==> config.mk <==
export PLATFORM = sky130hd
export DESIGN_NAME = vtp_cell
export DESIGN_NICKNAME = d
export VERILOG_FILES = /design/src/design/vtp_pkg.sv /design/src/design/vtp_cell.sv
export SDC_FILE = /design/constraint.sdc
export NUM_CORES = 2
export LEC_CHECK = 0
export BUFFER_PORTS_ARGS = -buffer_cell sky130_fd_sc_hd__clkbuf_2
export CAP_MARGIN = 10
export CORE_UTILIZATION = 50
export DETAILED_ROUTE_END_ITERATION = 16
export PLACE_DENSITY = 0.68
export SLEW_MARGIN = 20
export SYNTH_ARGS = -nofsm -noshare
export SYNTH_HDL_FRONTEND = slang
export SYNTH_SLANG_ARGS = --single-unit
export TNS_END_PERCENT = 5
==> constraint.sdc <==
create_clock -name i_clk -period 7.9 [get_ports i_clk]
set_clock_uncertainty 0.1 [all_clocks]
set_input_delay 1.185 -clock i_clk [delete_from_list [all_inputs] [get_ports i_clk]]
set_output_delay 1.185 -clock i_clk [all_outputs]
set_load 0.01 [all_outputs]
==> src/design/vtp_pkg.sv <==
// Package for the vector tensor product engine: shared sizes, codes, the cell
// command word and the Q1.15 rounding multiply.
// No dependencies; used by vtp_cell and vector_tensor_product_engine.
package vtp_pkg;

    // Fixed sizes of the block.
    localparam int NUM_FACTORS = 4;
    localparam int LEN_DEPTH   = 64;
    localparam int SAMPLE_W    = 16;
    localparam int ADDR_W      = 6;
    localparam int LEN_W       = 7;
    localparam int FCNT_W      = 3;
    localparam int FSEL_W      = 2;
    localparam int CNT_W       = 24;
    localparam int CFG_IDX_W   = 3;
    localparam int CFG_DATA_W  = 7;

    typedef logic signed [SAMPLE_W-1:0] t_sample;

    // Operation codes of an input word.
    typedef enum logic {
        OP_LOAD = 1'b0,
        OP_EMIT = 1'b1
    } t_op;

    // Configuration register indexes.
    typedef enum logic [CFG_IDX_W-1:0] {
        CFG_FACTOR_COUNT = 3'd0,
        CFG_LENGTH_ZERO  = 3'd1,
        CFG_LENGTH_ONE   = 3'd2,
        CFG_LENGTH_TWO   = 3'd3,
        CFG_LENGTH_THREE = 3'd4
    } t_cfg_idx;

    // Command word that the top level sends to each cell.
    typedef struct packed {
        logic                start;   // emit word accepted: read element, step digit
        logic                wrap;    // final product of the run: clear the digit
        logic                active;  // cell takes part in the product
        logic                head;    // first cell of the chain
        logic                wr_en;   // load word for this cell
        logic [ADDR_W-1:0]   wr_addr;
        t_sample             wr_data;
    } t_cell_cmd;

    // Q1.15 multiply, add half an LSB, floor, saturate the one overflow.
    function automatic t_sample mul_round(input t_sample a, input t_sample b);
        logic signed [2*SAMPLE_W-1:0] prod;
        logic signed [SAMPLE_W:0]     q;
        prod = a * b;
        prod = prod + (2*SAMPLE_W)'(1 << (SAMPLE_W - 2));
        q    = prod[2*SAMPLE_W-1:SAMPLE_W-1];
        if (!q[SAMPLE_W] && q[SAMPLE_W-1]) begin
            mul_round = {1'b0, {(SAMPLE_W-1){1'b1}}};
        end else begin
            mul_round = q[SAMPLE_W-1:0];
        end
    endfunction

endpackage

==> src/design/vtp_cell.sv <==
// One cell of the product chain: element memory of one factor vector, its
// odometer digit, and one rounding multiplier for the running product.
// Depends on vtp_pkg.
module vtp_cell
    import vtp_pkg::*;
(
    input  logic              i_clk,
    input  logic              i_rst_n,
    input  t_cell_cmd         i_cmd,
    input  logic [LEN_W-1:0]  i_length,
    input  logic              i_carry,
    output logic              o_carry,
    input  t_sample           i_part,
    input  logic              i_pvld,
    output t_sample           o_part,
    output logic              o_pvld
);

    t_sample             r_mem [LEN_DEPTH];
    t_sample             r_elem;
    t_sample             r_part;
    t_sample             n_part;
    logic                r_pvld;
    logic [ADDR_W-1:0]   r_digit;
    logic [ADDR_W-1:0]   n_digit;
    logic                w_at_end;

    // Element memory: written by load words, read at the digit on an emit word.
    always_ff @(posedge i_clk) begin
        if (i_cmd.wr_en) begin
            r_mem[i_cmd.wr_addr] <= i_cmd.wr_data;
        end
        if (i_cmd.start) begin
            r_elem <= r_mem[r_digit];
        end
    end

    // The digit sits on its last value when one more step reaches the length.
    assign w_at_end = (LEN_W'(r_digit) + LEN_W'(1)) >= i_length;
    assign o_carry  = i_cmd.active ? (i_carry & w_at_end) : i_carry;

    // Odometer step: a carry from the faster cells advances or wraps this digit.
    always_comb begin
        n_digit = r_digit;
        if (i_cmd.start) begin
            if (i_cmd.wrap) begin
                n_digit = '0;
            end else if (i_cmd.active && i_carry) begin
                n_digit = w_at_end ? '0 : r_digit + ADDR_W'(1);
            end
        end
    end

    always_ff @(posedge i_clk) begin
        if (!i_rst_n) begin
            r_digit <= '0;
            r_pvld  <= 1'b0;
        end else begin
            r_digit <= n_digit;
            r_pvld  <= i_pvld & i_cmd.active;
        end
    end

    // Running product: the head cell starts it, every other cell multiplies in.
    assign n_part = i_cmd.head ? r_elem : mul_round(i_part, r_elem);

    always_ff @(posedge i_clk) begin
        if (i_pvld) begin
            r_part <= n_part;
        end
    end

    assign o_part = r_part;
    assign o_pvld = r_pvld;

endmodule

==> impl_metrics.toml <==
[yosys]
async_reset_ff_share_pct = 0
ys_ff_latch = 1063
syn_inst = 2740
synth_nets = 3141
yosysTopAreaCellShare_pct = 62.81
netlist_area_sq_um = 50490
ys_warn_count = 0
yosys.area.top_type = "edfxtp_1"
synth-edff-count = 1056
ys_top_cells_by_area = "edfxtp_1 (63%), mux4_2 (15%), fa_1 (10%), inv_1 (2.2%), ha_1 (2.1%)"
synthFlopType = "edfxtp_1"
synthDistinctLibCells = 60
postSynthAreaPerCell_sq_um = 18.43
yosysMostFrequentCell = "edfxtp_1"
synth_common_cells = "edfxtp_1 (1,056), mux4_2 (336), inv_1 (299), fa_1 (262), nand2_1 (143)"
yosysSeqAreaShare_pct = 63.08

[worst_setup_path]
crit_chain = "nand2_1, inv_1, fa_1, fa_1, fa_1, inv_1, fa_1, inv_1, fa_1, inv_1, fa_1, inv_1, ha_1, a21o_1, a211oi_1, nand2_1, a311oi_1, a2111o_1, o21ai_4, o32a_1"
critPathRequiredTime_ns = 8.22
worstRegToRegCells = 20
cp_slowest_stage_delay_ns = 0.93
critPathKind = "reg -> reg"
arrival_ns = 7.62
cp_common_cell = "fa_1"
crit_slowest_cell = "edfxtp_1"
cp_max_fo = 17
endpoint_kind = "register"
cp-start-kind = "register"

[finish]
n_fill_cell = 7515
finalNetCount = 3304
stdcell_count = 4294
syn2layout_area_growth_pct = 11.46
fin_util_pct = 56.27
drive_above_1_share_pct = 22.77

[global_routing]
antenna_found_initial = 11
grtUsageTotal_pct = 23.85
grt_max_degree = 99
grt_pass1_vias = 27040
grt_pass1_wl_mm = 176.7
overflow = 0

[sta]
rsz0062_at_grt = "false"
setup_tns_ns = 0
worstMarginPinSlew_ns = 1.139
slew_headroom_pct = 24.06
layout_min_cycle_time_ns = 7.304
fin_ws_ns = 0.5965
setup_violations = 0
slew_violations = 0
whs_ns = 0.6785
max_clock_freq_mhz = 136.9
hold_violations = 0
post-route-period-util_pct = 92.45

[drt]
drc = 0
drtIter0Drc = 2421
wire_per_inst_um = 27.53
drt_pre_antenna_iters = 6
vias_per_cell = 5.939
vias = 25500
wl_mm = 118.2
antenna_left = 0

[placed_design]
dp_cells = 4094
pre_cts_ws_ns = 0.01662
io_buffers = 71
place_congestion = 0.8955
hpwl_mm = 73.86

[clock_tree]
clockRootBuffer = "clkbuf_16"
clk_path_buf_depth = 3
cts_tree = "built"
htree_levels = 3
clk_latency_ns = 0.70
clock-sinks = 1063
cts_setup_buffers = 0
cts_buffers = 105
cts.clk_slew.worst_paths_ns = 0.07
hold_buffers = 0
cts_resized = 0

[floorplan]
coreArea_sq_um = 100000
start_util_pct = 50.49
die_w_um = 319.8
ios = 72
die_area_sq_um = 102300
rows = 116
die_h_um = 319.8

[power]
cellLeakagePower_nw = 19.35
powerDensity_nw_per_um2 = 359.5
peakVddDrop_mv = 0.5688

[run]
cap_violations = 0

[min_path]
hold_depth = 2
hold_path.class = "in -> reg"

[run_status]
status = "finished clean"
-- layer usage --
layer / global-route usage, % / part of all wire [%]
met5: 0 / 0.054
met1: 32.20 / 40
met2: 39.86 / 50
met3: 3.527 / 6.4
met4: 8.301 / 3.4
-- through the flow --
stage	instance area (sq um)	total power [W]
after CTS	56250	0.02026
after detailed placement	52840	0.01535
after floorplan	50490	0.01330
after global placement	52840	0.01521
final	56270	0.02023
after global routing	56270	0.02160
-- worst max-delay path: cells and delay by family (launching register included) --
| family | cells | cell delay [ns] |
|---|---|---|
| AOI/OAI and AO/OA | 6 | 1.65 |
| DFF | 1 | 0.93 |
| adders and majority gates | 7 | 3.69 |
| and+or+nand+nor | 2 | 0.31 |
| buffers and inverters | 5 | 0.33 |
-- final cells by class --
type | count | area, sq um | area share [%]
inverter | 299 | 1122 | 1.994
sequential | 1063 | 31860 | 56.62
clock buffer | 127 | 2774 | 4.929
timing repair buffer | 181 | 1219 | 2.166
tap | 1298 | 1624 | 2.886
clock inverter | 68 | 636.9 | 1.132
multi-input combinational | 1253 | 17020 | 30.25
antenna | 5 | 12.51 | 0.02223
-- sequential cells by signal (all words and copies together) (netlist names) --
register  count
r_mem      1024
o_part       16
r_elem       16
r_digit       6
o_pvld        1
-- worst paths after layout --
path / slack [ns] / from / endpoint
worst max-delay path: 0.60 / r_elem[2] / o_part[13]
worst min-delay path: 0.68 / i_cmd[24] / o_pvld
worst max register to register: 0.60 / r_elem[2] / o_part[13]
worst min register to register: 0.70 / r_digit[4] / r_digit[4]
-- where the power goes --
group          switching [W]  internal [W]  total, W
clock                0.00211       0.00280   0.00490
combinational        0.00508       0.00374   0.00882
sequential         0.0000813       0.00643   0.00651
total                0.00727        0.0130    0.0202
-- cell usage in the layout, fill, tap and decap left out, drive strengths merged, types with 8 or more instances in the layout --
cell type     n
mux4        336
nor2b        13
buf         116
bufinv        9
fa          262
inv         301
o22a         12
and2        115
edfxtp     1056
o21ai        23
clkbuf      192
a21o         16
clkinv       50
nor2        100
nand2       143
nand3        16
nand2b       11
xnor2        18
a21oi        24
nor3          8
ha           85
-- logic make-up (layout without fill, tap and decap cells) --
kind of cell    Yosys count  after routing  share of synthesized area, %
buf+inv                 424            675                         3.246
simple gates            431            431                         4.121
flops                  1063           1063                         63.08
fa+ha+maj               347            347                         12.50
compound gates          114            114                         1.601
mux                     337            337                         15.01
xor+xnor                 24             24                        0.4436
other cells               0              5                             0
Power figures use the tool's default switching activity.
